**config.mk**
```make
export PLATFORM = sky130hd
export DESIGN_NAME = timer_queue_expiry_engine_unit
export DESIGN_NICKNAME = d
export VERILOG_FILES = /design/src/design/tqe_pkg.sv /design/src/design/timer_queue_expiry_engine_unit.sv /design/src/design/tqe_ram.sv /design/src/design/tqe_front.sv /design/src/design/tqe_back.sv
export SDC_FILE = /design/constraint.sdc
export NUM_CORES = 2
export LEC_CHECK = 0
export BUFFER_PORTS_ARGS = -buffer_cell sky130_fd_sc_hd__buf_2
export CAP_MARGIN = 20
export CORE_ASPECT_RATIO = 1.4
export CORE_UTILIZATION = 35
export DETAILED_ROUTE_END_ITERATION = 12
export GPL_TIMING_DRIVEN = 0
export PLACE_DENSITY_LB_ADDON = 0.12
export SLEW_MARGIN = 20
export SYNTH_ARGS = -nofsm -noshare
export SYNTH_HDL_FRONTEND = slang
export SYNTH_SLANG_ARGS = --single-unit
export TNS_END_PERCENT = 1
```
**constraint.sdc**
```tcl
create_clock -name i_clk -period 12.15 [get_ports i_clk]
set_input_delay 0 -clock i_clk [delete_from_list [all_inputs] [get_ports i_clk]]
set_output_delay 0 -clock i_clk [all_outputs]
set_load 0.03 [all_outputs]
```
**src/design/tqe_pkg.sv**
```systemverilog
// package for the timer queue expiry engine
// shared constants, operation codes and the command and result beat types
// no dependencies
package tqe_pkg;

    localparam int NUM_SLOTS   = 16;
    localparam int SLOT_W      = $clog2(NUM_SLOTS);
    localparam int SCAN_W      = $clog2(NUM_SLOTS + 1);
    localparam int MAX_RESULTS = 16;
    localparam int IDX_W       = $clog2(MAX_RESULTS);
    localparam int CNT_W       = $clog2(MAX_RESULTS + 1);
    localparam int TIME_W      = 64;
    localparam int ID_W        = 4;
    localparam int NT_W        = 32;

    localparam logic [TIME_W-1:0] INT_CAP = TIME_W'(64'd2147483647);

    localparam logic [1:0] MODE_ADD  = 2'd0;
    localparam logic [1:0] MODE_DEL  = 2'd1;
    localparam logic [1:0] MODE_TICK = 2'd2;

    typedef enum logic [1:0] {
        OP_NOP,
        OP_ADD,
        OP_DEL,
        OP_TICK
    } t_op;

    typedef struct packed {
        t_op               op;
        logic [SLOT_W-1:0] slot;
        logic [TIME_W-1:0] expiry;
        logic [TIME_W-1:0] interval;
        logic [TIME_W-1:0] now;
    } t_cmd;

    typedef struct packed {
        logic            fired;
        logic [ID_W-1:0] fired_id;
        logic            is_last;
        logic [NT_W-1:0] next_timeout;
    } t_res;

endpackage

```
**src/design/timer_queue_expiry_engine_unit.sv**
```systemverilog
// timer queue expiry engine, top level
// an add, delete or no-op scans the expiry ram once for the next timeout, then emits one result beat;
// a tick rescans once per due slot that it picks, then scans once more for the next timeout
// one command in the back end at a time, bounded by the expiry ram read port,
// which scans one slot per cycle; two commands can wait in the front queue
// reset: synchronous, active low; clears marks and queues, expiry and interval rams are not cleared
module timer_queue_expiry_engine_unit import tqe_pkg::*; (
    input  logic              i_clk,
    input  logic              i_rst_n,
    // input beat side
    input  logic              push,
    output logic              full,
    input  logic [1:0]        i_mode,
    input  logic [ID_W-1:0]   i_timer_id,
    input  logic [TIME_W-1:0] i_expiry_time,
    input  logic [TIME_W-1:0] i_repeat_interval,
    input  logic [TIME_W-1:0] i_now,
    // result beat side
    output logic              empty,
    input  logic              pop,
    output logic              o_fired,
    output logic [ID_W-1:0]   o_fired_id,
    output logic              o_is_last,
    output logic signed [NT_W-1:0] o_next_timeout
);
    // front to back command handoff
    logic w_cmd_valid;
    logic w_cmd_take;
    t_cmd w_cmd;
    t_res w_res;

    // front: classify mode and slot range, buffer commands
    tqe_front u_front (
        .i_clk             (i_clk),
        .i_rst_n           (i_rst_n),
        .i_push            (push),
        .o_full            (full),
        .i_mode            (i_mode),
        .i_timer_id        (i_timer_id),
        .i_expiry_time     (i_expiry_time),
        .i_repeat_interval (i_repeat_interval),
        .i_now             (i_now),
        .o_cmd_valid       (w_cmd_valid),
        .o_cmd             (w_cmd),
        .i_cmd_take        (w_cmd_take)
    );

    // back: slot table, expiry scans, re-arm and result queue
    tqe_back u_back (
        .i_clk       (i_clk),
        .i_rst_n     (i_rst_n),
        .i_cmd_valid (w_cmd_valid),
        .i_cmd       (w_cmd),
        .o_cmd_take  (w_cmd_take),
        .o_empty     (empty),
        .i_pop       (pop),
        .o_res       (w_res)
    );

    // result beat fields
    assign o_fired        = w_res.fired;
    assign o_fired_id     = w_res.fired_id;
    assign o_is_last      = w_res.is_last;
    assign o_next_timeout = signed'(w_res.next_timeout);
endmodule

```
**src/design/tqe_ram.sv**
```systemverilog
// generic single write, single read ram with registered read data
// no dependencies
module tqe_ram #(
    parameter int WIDTH = 64,
    parameter int DEPTH = 16
) (
    input  logic                     i_clk,
    input  logic                     i_we,
    input  logic [$clog2(DEPTH)-1:0] i_waddr,
    input  logic [WIDTH-1:0]         i_wdata,
    input  logic [$clog2(DEPTH)-1:0] i_raddr,
    output logic [WIDTH-1:0]         o_rdata
);
    logic [WIDTH-1:0] r_mem [DEPTH];

    always_ff @(posedge i_clk) begin
        if (i_we) begin
            r_mem[i_waddr] <= i_wdata;
        end
        o_rdata <= r_mem[i_raddr];
    end
endmodule

```
**src/design/tqe_front.sv**
```systemverilog
// front end: accepts input beats, classifies them into commands
// and holds them in a two entry command queue; depends on tqe_pkg
module tqe_front import tqe_pkg::*; (
    input  logic              i_clk,
    input  logic              i_rst_n,
    input  logic              i_push,
    output logic              o_full,
    input  logic [1:0]        i_mode,
    input  logic [ID_W-1:0]   i_timer_id,
    input  logic [TIME_W-1:0] i_expiry_time,
    input  logic [TIME_W-1:0] i_repeat_interval,
    input  logic [TIME_W-1:0] i_now,
    output logic              o_cmd_valid,
    output t_cmd              o_cmd,
    input  logic              i_cmd_take
);
    t_cmd       w_cmd;
    logic       w_in_range;
    logic       w_push;
    logic       w_take;
    t_cmd       r_q [2];
    logic       r_wp;
    logic       r_rp;
    logic [1:0] r_cnt;

    assign w_in_range = (32'(i_timer_id) < NUM_SLOTS);

    always_comb begin
        w_cmd.slot     = SLOT_W'(i_timer_id);
        w_cmd.expiry   = i_expiry_time;
        w_cmd.interval = i_repeat_interval;
        w_cmd.now      = i_now;
        case (i_mode)
            MODE_ADD:  w_cmd.op = w_in_range ? OP_ADD : OP_NOP;
            MODE_DEL:  w_cmd.op = w_in_range ? OP_DEL : OP_NOP;
            MODE_TICK: w_cmd.op = OP_TICK;
            default:   w_cmd.op = OP_NOP;
        endcase
    end

    assign o_full      = (r_cnt == 2'd2);
    assign o_cmd_valid = (r_cnt != 2'd0);
    assign o_cmd       = r_q[r_rp];
    assign w_push      = i_push && !o_full;
    assign w_take      = i_cmd_take && o_cmd_valid;

    always_ff @(posedge i_clk) begin
        if (w_push) begin
            r_q[r_wp] <= w_cmd;
        end
        if (!i_rst_n) begin
            r_wp  <= 1'b0;
            r_rp  <= 1'b0;
            r_cnt <= 2'd0;
        end else begin
            if (w_push) begin
                r_wp <= !r_wp;
            end
            if (w_take) begin
                r_rp <= !r_rp;
            end
            r_cnt <= r_cnt + 2'(w_push) - 2'(w_take);
        end
    end
endmodule

```
**src/design/tqe_back.sv**
```systemverilog
// back end: runs one command at a time over the slot table, scans the expiry
// ram for picks and the next timeout, queues result beats; depends on tqe_pkg, tqe_ram
module tqe_back import tqe_pkg::*; (
    input  logic i_clk,
    input  logic i_rst_n,
    input  logic i_cmd_valid,
    input  t_cmd i_cmd,
    output logic o_cmd_take,
    output logic o_empty,
    input  logic i_pop,
    output t_res o_res
);
    typedef enum logic [2:0] {
        S_IDLE,
        S_SCAN,
        S_DECIDE,
        S_REARM,
        S_DIFF,
        S_SAT,
        S_EMIT
    } t_state;

    t_state              r_state;
    t_cmd                r_cmd;
    logic [NUM_SLOTS-1:0] r_pend;
    logic [NUM_SLOTS-1:0] r_live;
    logic [NUM_SLOTS-1:0] r_taken;
    logic [SCAN_W-1:0]   r_scan;
    logic [SLOT_W-1:0]   r_prev_slot;
    logic                r_prev_v;
    logic                r_found;
    logic [TIME_W-1:0]   r_best;
    logic [SLOT_W-1:0]   r_pick;
    logic                r_rpt;
    logic [CNT_W-1:0]    r_count;
    logic [SLOT_W-1:0]   r_ids [MAX_RESULTS];
    logic [CNT_W-1:0]    r_emit;
    logic [TIME_W-1:0]   r_diff;
    logic                r_due;
    logic [NT_W-1:0]     r_nt;

    t_res                r_rq [2];
    logic                r_rwp;
    logic                r_rrp;
    logic [1:0]          r_rcnt;

    logic [SLOT_W-1:0]   w_exp_raddr;
    logic [TIME_W-1:0]   w_exp_rdata;
    logic [TIME_W-1:0]   w_int_rdata;
    logic                w_exp_we;
    logic [SLOT_W-1:0]   w_exp_waddr;
    logic [TIME_W-1:0]   w_exp_wdata;
    logic                w_int_we;
    logic [TIME_W:0]     w_sum;
    logic [TIME_W-1:0]   w_rearm;
    logic                w_cand;
    logic                w_scan_end;
    logic                w_push;
    logic                w_pop;
    t_res                w_res;

    assign o_cmd_take = (r_state == S_IDLE) && i_cmd_valid;
    assign w_scan_end = (r_scan == SCAN_W'(NUM_SLOTS));
    assign w_exp_raddr = r_scan[SLOT_W-1:0];

    // saturating re-arm time
    assign w_sum   = {1'b0, r_cmd.now} + {1'b0, w_int_rdata};
    assign w_rearm = w_sum[TIME_W] ? {TIME_W{1'b1}} : w_sum[TIME_W-1:0];

    // candidate test for the slot whose expiry came back this cycle
    always_comb begin
        w_cand = r_prev_v && r_pend[r_prev_slot] && (!r_found || (w_exp_rdata < r_best));
        if (!r_rpt) begin
            w_cand = w_cand && !r_taken[r_prev_slot] && (w_exp_rdata <= r_cmd.now);
        end
    end

    always_comb begin
        w_exp_we    = 1'b0;
        w_exp_waddr = i_cmd.slot;
        w_exp_wdata = i_cmd.expiry;
        w_int_we    = o_cmd_take && (i_cmd.op == OP_ADD);
        if (o_cmd_take && (i_cmd.op == OP_ADD)) begin
            w_exp_we = 1'b1;
        end else if ((r_state == S_REARM) && (w_int_rdata != '0)) begin
            w_exp_we    = 1'b1;
            w_exp_waddr = r_pick;
            w_exp_wdata = w_rearm;
        end
    end

    tqe_ram #(.WIDTH(TIME_W), .DEPTH(NUM_SLOTS)) u_exp_ram (
        .i_clk   (i_clk),
        .i_we    (w_exp_we),
        .i_waddr (w_exp_waddr),
        .i_wdata (w_exp_wdata),
        .i_raddr (w_exp_raddr),
        .o_rdata (w_exp_rdata)
    );

    tqe_ram #(.WIDTH(TIME_W), .DEPTH(NUM_SLOTS)) u_int_ram (
        .i_clk   (i_clk),
        .i_we    (w_int_we),
        .i_waddr (i_cmd.slot),
        .i_wdata (i_cmd.interval),
        .i_raddr (r_pick),
        .o_rdata (w_int_rdata)
    );

    // result beat under construction
    always_comb begin
        w_res.fired        = (r_count != '0);
        w_res.fired_id     = (r_count != '0) ? ID_W'(r_ids[r_emit[IDX_W-1:0]]) : '0;
        w_res.is_last      = (r_count == '0) || (r_emit == (r_count - CNT_W'(1)));
        w_res.next_timeout = r_nt;
    end

    assign o_empty = (r_rcnt == 2'd0);
    assign o_res   = r_rq[r_rrp];
    assign w_push  = (r_state == S_EMIT) && (r_rcnt != 2'd2);
    assign w_pop   = i_pop && !o_empty;

    always_ff @(posedge i_clk) begin
        if (w_push) begin
            r_rq[r_rwp] <= w_res;
        end
        if (!i_rst_n) begin
            r_state  <= S_IDLE;
            r_pend   <= '0;
            r_live   <= '0;
            r_taken  <= '0;
            r_prev_v <= 1'b0;
            r_found  <= 1'b0;
            r_scan   <= '0;
            r_rpt    <= 1'b0;
            r_count  <= '0;
            r_emit   <= '0;
            r_rwp    <= 1'b0;
            r_rrp    <= 1'b0;
            r_rcnt   <= 2'd0;
        end else begin
            if (w_push) begin
                r_rwp <= !r_rwp;
            end
            if (w_pop) begin
                r_rrp <= !r_rrp;
            end
            r_rcnt <= r_rcnt + 2'(w_push) - 2'(w_pop);

            case (r_state)
                S_IDLE: begin
                    if (i_cmd_valid) begin
                        r_cmd    <= i_cmd;
                        r_count  <= '0;
                        r_emit   <= '0;
                        r_taken  <= '0;
                        r_scan   <= '0;
                        r_found  <= 1'b0;
                        r_prev_v <= 1'b0;
                        r_rpt    <= (i_cmd.op != OP_TICK);
                        r_state  <= S_SCAN;
                        case (i_cmd.op)
                            OP_ADD: begin
                                r_pend[i_cmd.slot] <= 1'b1;
                                r_live[i_cmd.slot] <= 1'b1;
                            end
                            OP_DEL: begin
                                r_live[i_cmd.slot] <= 1'b0;
                            end
                            default: begin
                            end
                        endcase
                    end
                end
                S_SCAN: begin
                    if (w_cand) begin
                        r_found <= 1'b1;
                        r_best  <= w_exp_rdata;
                        r_pick  <= r_prev_slot;
                    end
                    if (w_scan_end) begin
                        r_prev_v <= 1'b0;
                        r_state  <= r_rpt ? S_DIFF : S_DECIDE;
                    end else begin
                        r_prev_v    <= 1'b1;
                        r_prev_slot <= r_scan[SLOT_W-1:0];
                        r_scan      <= r_scan + SCAN_W'(1);
                    end
                end
                S_DECIDE: begin
                    // interval of the pick is read this cycle
                    r_scan  <= '0;
                    r_found <= 1'b0;
                    if (!r_found) begin
                        r_rpt   <= 1'b1;
                        r_state <= S_SCAN;
                    end else begin
                        r_taken[r_pick] <= 1'b1;
                        r_pend[r_pick]  <= 1'b0;
                        r_state         <= r_live[r_pick] ? S_REARM : S_SCAN;
                    end
                end
                S_REARM: begin
                    r_ids[r_count[IDX_W-1:0]] <= r_pick;
                    r_count <= r_count + CNT_W'(1);
                    if (w_int_rdata != '0) begin
                        r_pend[r_pick] <= 1'b1;
                    end else begin
                        r_live[r_pick] <= 1'b0;
                    end
                    // stop picking once the result cap is reached
                    if (r_count == CNT_W'(MAX_RESULTS - 1)) begin
                        r_rpt <= 1'b1;
                    end
                    r_state <= S_SCAN;
                end
                S_DIFF: begin
                    r_diff <= r_best - r_cmd.now;
                    r_due  <= (r_best <= r_cmd.now);
                    if (!r_found) begin
                        r_nt    <= {NT_W{1'b1}};
                        r_state <= S_EMIT;
                    end else begin
                        r_state <= S_SAT;
                    end
                end
                S_SAT: begin
                    if (r_due) begin
                        r_nt <= '0;
                    end else if (r_diff > INT_CAP) begin
                        r_nt <= NT_W'(INT_CAP);
                    end else begin
                        r_nt <= r_diff[NT_W-1:0];
                    end
                    r_state <= S_EMIT;
                end
                S_EMIT: begin
                    if (w_push) begin
                        if (w_res.is_last) begin
                            r_state <= S_IDLE;
                        end else begin
                            r_emit <= r_emit + CNT_W'(1);
                        end
                    end
                end
                default: begin
                    r_state <= S_IDLE;
                end
            endcase
        end
    end
endmodule

```
==> run summary <==
Status -> finished, final reports clean
Post-synth EDFFs -> 2817
Gate Count Post-Synth -> 6334
Tot GR Track Use -> 0.2124
MaxCap Viol Count -> 0
Crit path arrival time -> 6.91 ns
Placeable Area -> 345200 um^2
Clock-pin slew on the worst setup and hold paths -> 0.06 ns
Cells resized by post-CTS repair -> 0
Pin count of the biggest net entering global routing -> 49
P&R area growth vs syn -> 21.38%
Pwr Density -> 191.7 nW/um^2
Commonest non-fill, non-tap cell in the layout -> edfxtp_1
Die ar. -> 350100 um^2
Drt drc -> 0
Syn Nets -> 6810
Post-CTS Setup Repair Bufs -> 0
Initial antenna violation count -> 33
Dpl hpwl -> 272900 um
Seq/Total Area, Yosys -> 0.7299
FMAX -> 0.1584 GHz
Global-route wire length before repair -> 519700 um
Leak -> 48.90 nW
Final #Nets -> 8032
Skew final -> 0.04387 ns
Slowest stage cell, crit path -> nor4_1
H-tree levels -> 5
DR pass1 iterations -> 5
# setup viols final -> 0
RSZ-0062 raised after global routing -> false
Final cell count without fillers -> 12430
Placement Rows -> 255
Largest cells by area after synthesis -> edfxtp_1 70%, mux4_2 12%, dfxtp_1 3.5%
Max-slew violation count -> 0
Worst slew pin tran -> 1.222 ns
Area of the mapped netlist -> 121700 um^2
Final hold violation count -> 0
Top-area cell type share of the netlist area -> 0.6951
Die X -> 500.3 um
Final wirelength -> 374800 um
Crit Path Category -> flop to flop
Share of cells above drive strength 1 -> 0.2528
Die Y -> 699.7 um
Worst Path Required -> 12.75 ns
Yosys Warn Count -> 0
Final core occ -> 0.4279
Final min period -> 6.313 ns
Ys async rst share -> 0
Slew HR -> 0.1853
Critical Path Fanout Max -> 10
Number of distinct library cells after synthesis -> 86
Number of buffers created by CTS -> 308
Critical Path Sink Type -> flop
Gpl congestion -> 0.9331
CTS tree -> yes
Port Buf Inserts -> 240
Maximum vdd drop -> 0.1214 mV
Design Power -> 0.02832 W
GRT Residual Overflow -> 0
Final Cycle Share -> 0.5196
Clk_lat worst skew -> 0.91 ns
Clock Path Buffers -> 4
CTS Root Cell -> clkbuf_16
Area leader, netlist -> edfxtp_1
Wirelength per Cell -> 30.15 um
Family with the most delay on the worst path -> simple AND/OR/NAND/NOR gates
Clock sinks -> 3028
Final ANT Viol Nets -> 0
Hold-fix buffers, CTS -> 397
FILL cells -> 30750
Critical path, cell by cell -> nor4_1, nand4_1, nor4_2, nand2b_1, clkbuf_1, o21ai_1, nor3_2, buf_4, buf_4, buf_4, buf_4, buf_4, buf_4, buf_4
Crit-path most repeated cell -> buf_4
Main flop type after synthesis -> edfxtp_1
Commonest non-fill, non-tap cells in the layout -> 2817 x edfxtp_1, 675 x mux4_2, 397 x dlygate4sd3_1, 313 x clkbuf_16, 303 x buf_2
Synth Register Bits -> 3028
Max incr delay on CP -> 0.88 ns
Type of origin of the critical path -> flop
Syn_area_per_cell -> 19.21 um^2
Initial detailed-routing violation count -> 4880
Vias in the first global route -> 68180
Via count -> 64910
# IOs -> 242
Crit path buf inv count -> 8
Routed vias/inst -> 5.221
Initial core utilization -> 0.3525
Hold Crit Class -> primary input to flop
Placed insts -> 11440
[worst paths after layout]
check | start | end | slack [ns] | cells after the start
setup / recovery | u_back.u_int_ram.o_rdata[21]$_DFF_P_ | u_back.u_exp_ram.r_mem[15][46]$_DFFE_PP_ | 5.84 | 14
hold / removal | i_now[56] | u_front.r_q[0][56]$_DFFE_PP_ | 0.08 | 2
setup reg to reg | u_back.u_int_ram.o_rdata[21]$_DFF_P_ | u_back.u_exp_ram.r_mem[15][46]$_DFFE_PP_ | 5.84 | 14
hold reg to reg | u_back.r_nt[19]$_SDFFCE_PP1P_ | u_back.r_rq[1][19]$_DFFE_PP_ | 0.44 | 0
[report_power, final]
group | internal [W] | switching [W]
combinational | 0.00198 | 0.00353
clock | 0.00559 | 0.00408
sequential | 0.0128 | 0.000321
[flip-flops by register name, summed over array words and instances (netlist names), 2 cells and up, named ones only]
signal,count
u_back.r_pend,16
u_back.r_state,3
u_back.u_exp_ram.o_rdata,64
u_back.r_ids,64
u_front.r_cnt,2
u_back.r_pick,4
u_back.r_cmd,64
u_back.r_taken,16
u_back.r_scan,5
u_back.u_exp_ram.r_mem,1024
u_back.r_best,64
u_back.r_rq,76
u_back.r_nt,32
u_back.r_rcnt,2
u_back.r_diff,64
u_back.u_int_ram.r_mem,1024
u_front.r_q,396
u_back.u_int_ram.o_rdata,64
u_back.r_count,5
u_back.r_prev_slot,4
u_back.r_emit,5
[cells by family after synthesis]
group,after synthesis,share of synthesized area
DFF,3028,0.7299
muxes,910,0.1460
AOI/OAI and AO/OA,774,0.04183
and+or+nand+nor,743,0.02961
buffers and inverters,469,0.01465
adders and majority gates,274,0.02830
xor gates and xnor gates,136,0.009788
[through the flow]
| step | setup TNS, ns | instance area (um^2) | setup slack (ns) | hold slack, ns |
|---|---|---|---|---|
| final | 0 | 147700 | 5.837 | 0.08243 |
| after floorplan | 0 | 121700 | 2.586 | 0.09887 |
| after global placement | -5186.68 | 128700 | -6.640 | 0.1892 |
| after detailed placement | 0 | 133400 | 5.603 | 0.1916 |
| after global routing | 0 | 147700 | 5.686 | 0.04025 |
| after CTS | 0 | 147400 | 5.585 | 0.003357 |
[worst reg2reg max path, cell delays in order, from the launching register on]
cell      delay [ns]
dfxtp_1         0.35
nor4_1          0.88
nand4_1         0.61
nor4_2          0.73
nand2b_1        0.39
clkbuf_1        0.44
o21ai_1         0.33
nor3_2          0.67
buf_4           0.33
buf_4           0.23
buf_4           0.21
buf_4           0.22
buf_4           0.23
buf_4           0.22
buf_4           0.17
[layout make-up]
class / count / area (um^2) / area share
flip-flops and latches: 3028 / 88820 / 0.6013
clock inverters: 152 / 1742 / 0.01179
inverters: 191 / 716.9 / 0.004854
diodes: 10 / 25.02 / 0.0001694
plain buffers: 278 / 1164 / 0.007878
well taps: 4626 / 5788 / 0.03919
clock buffers: 398 / 8332 / 0.05641
repair buffers: 912 / 9678 / 0.06552
multi-input cells: 2837 / 31450 / 0.2129
[synth_stat cells, types with 68 or more instances]
master,number
a21o_1,126
edfxtp_1,2817
a21oi_1,206
mux4_2,675
nand2_1,155
ha_1,272
nand4_1,72
xnor2_1,72
dfxtp_1,211
nor2_1,243
clkbuf_1,199
inv_1,190
mux2i_1,68
mux2_2,167
buf_1,68
o21ai_0,140
a22oi_1,78
[per-layer routing]
| metal | routed length (um) | global-route usage |
|---|---|---|
| met1 | 146800 | 0.2565 |
| met2 | 198800 | 0.3863 |
| met3 | 13870 | 0.02269 |
| met4 | 15320 | 0.08158 |
| met5 | 63 | 0 |
No activity file was read; power rests on OpenSTA's default activity.
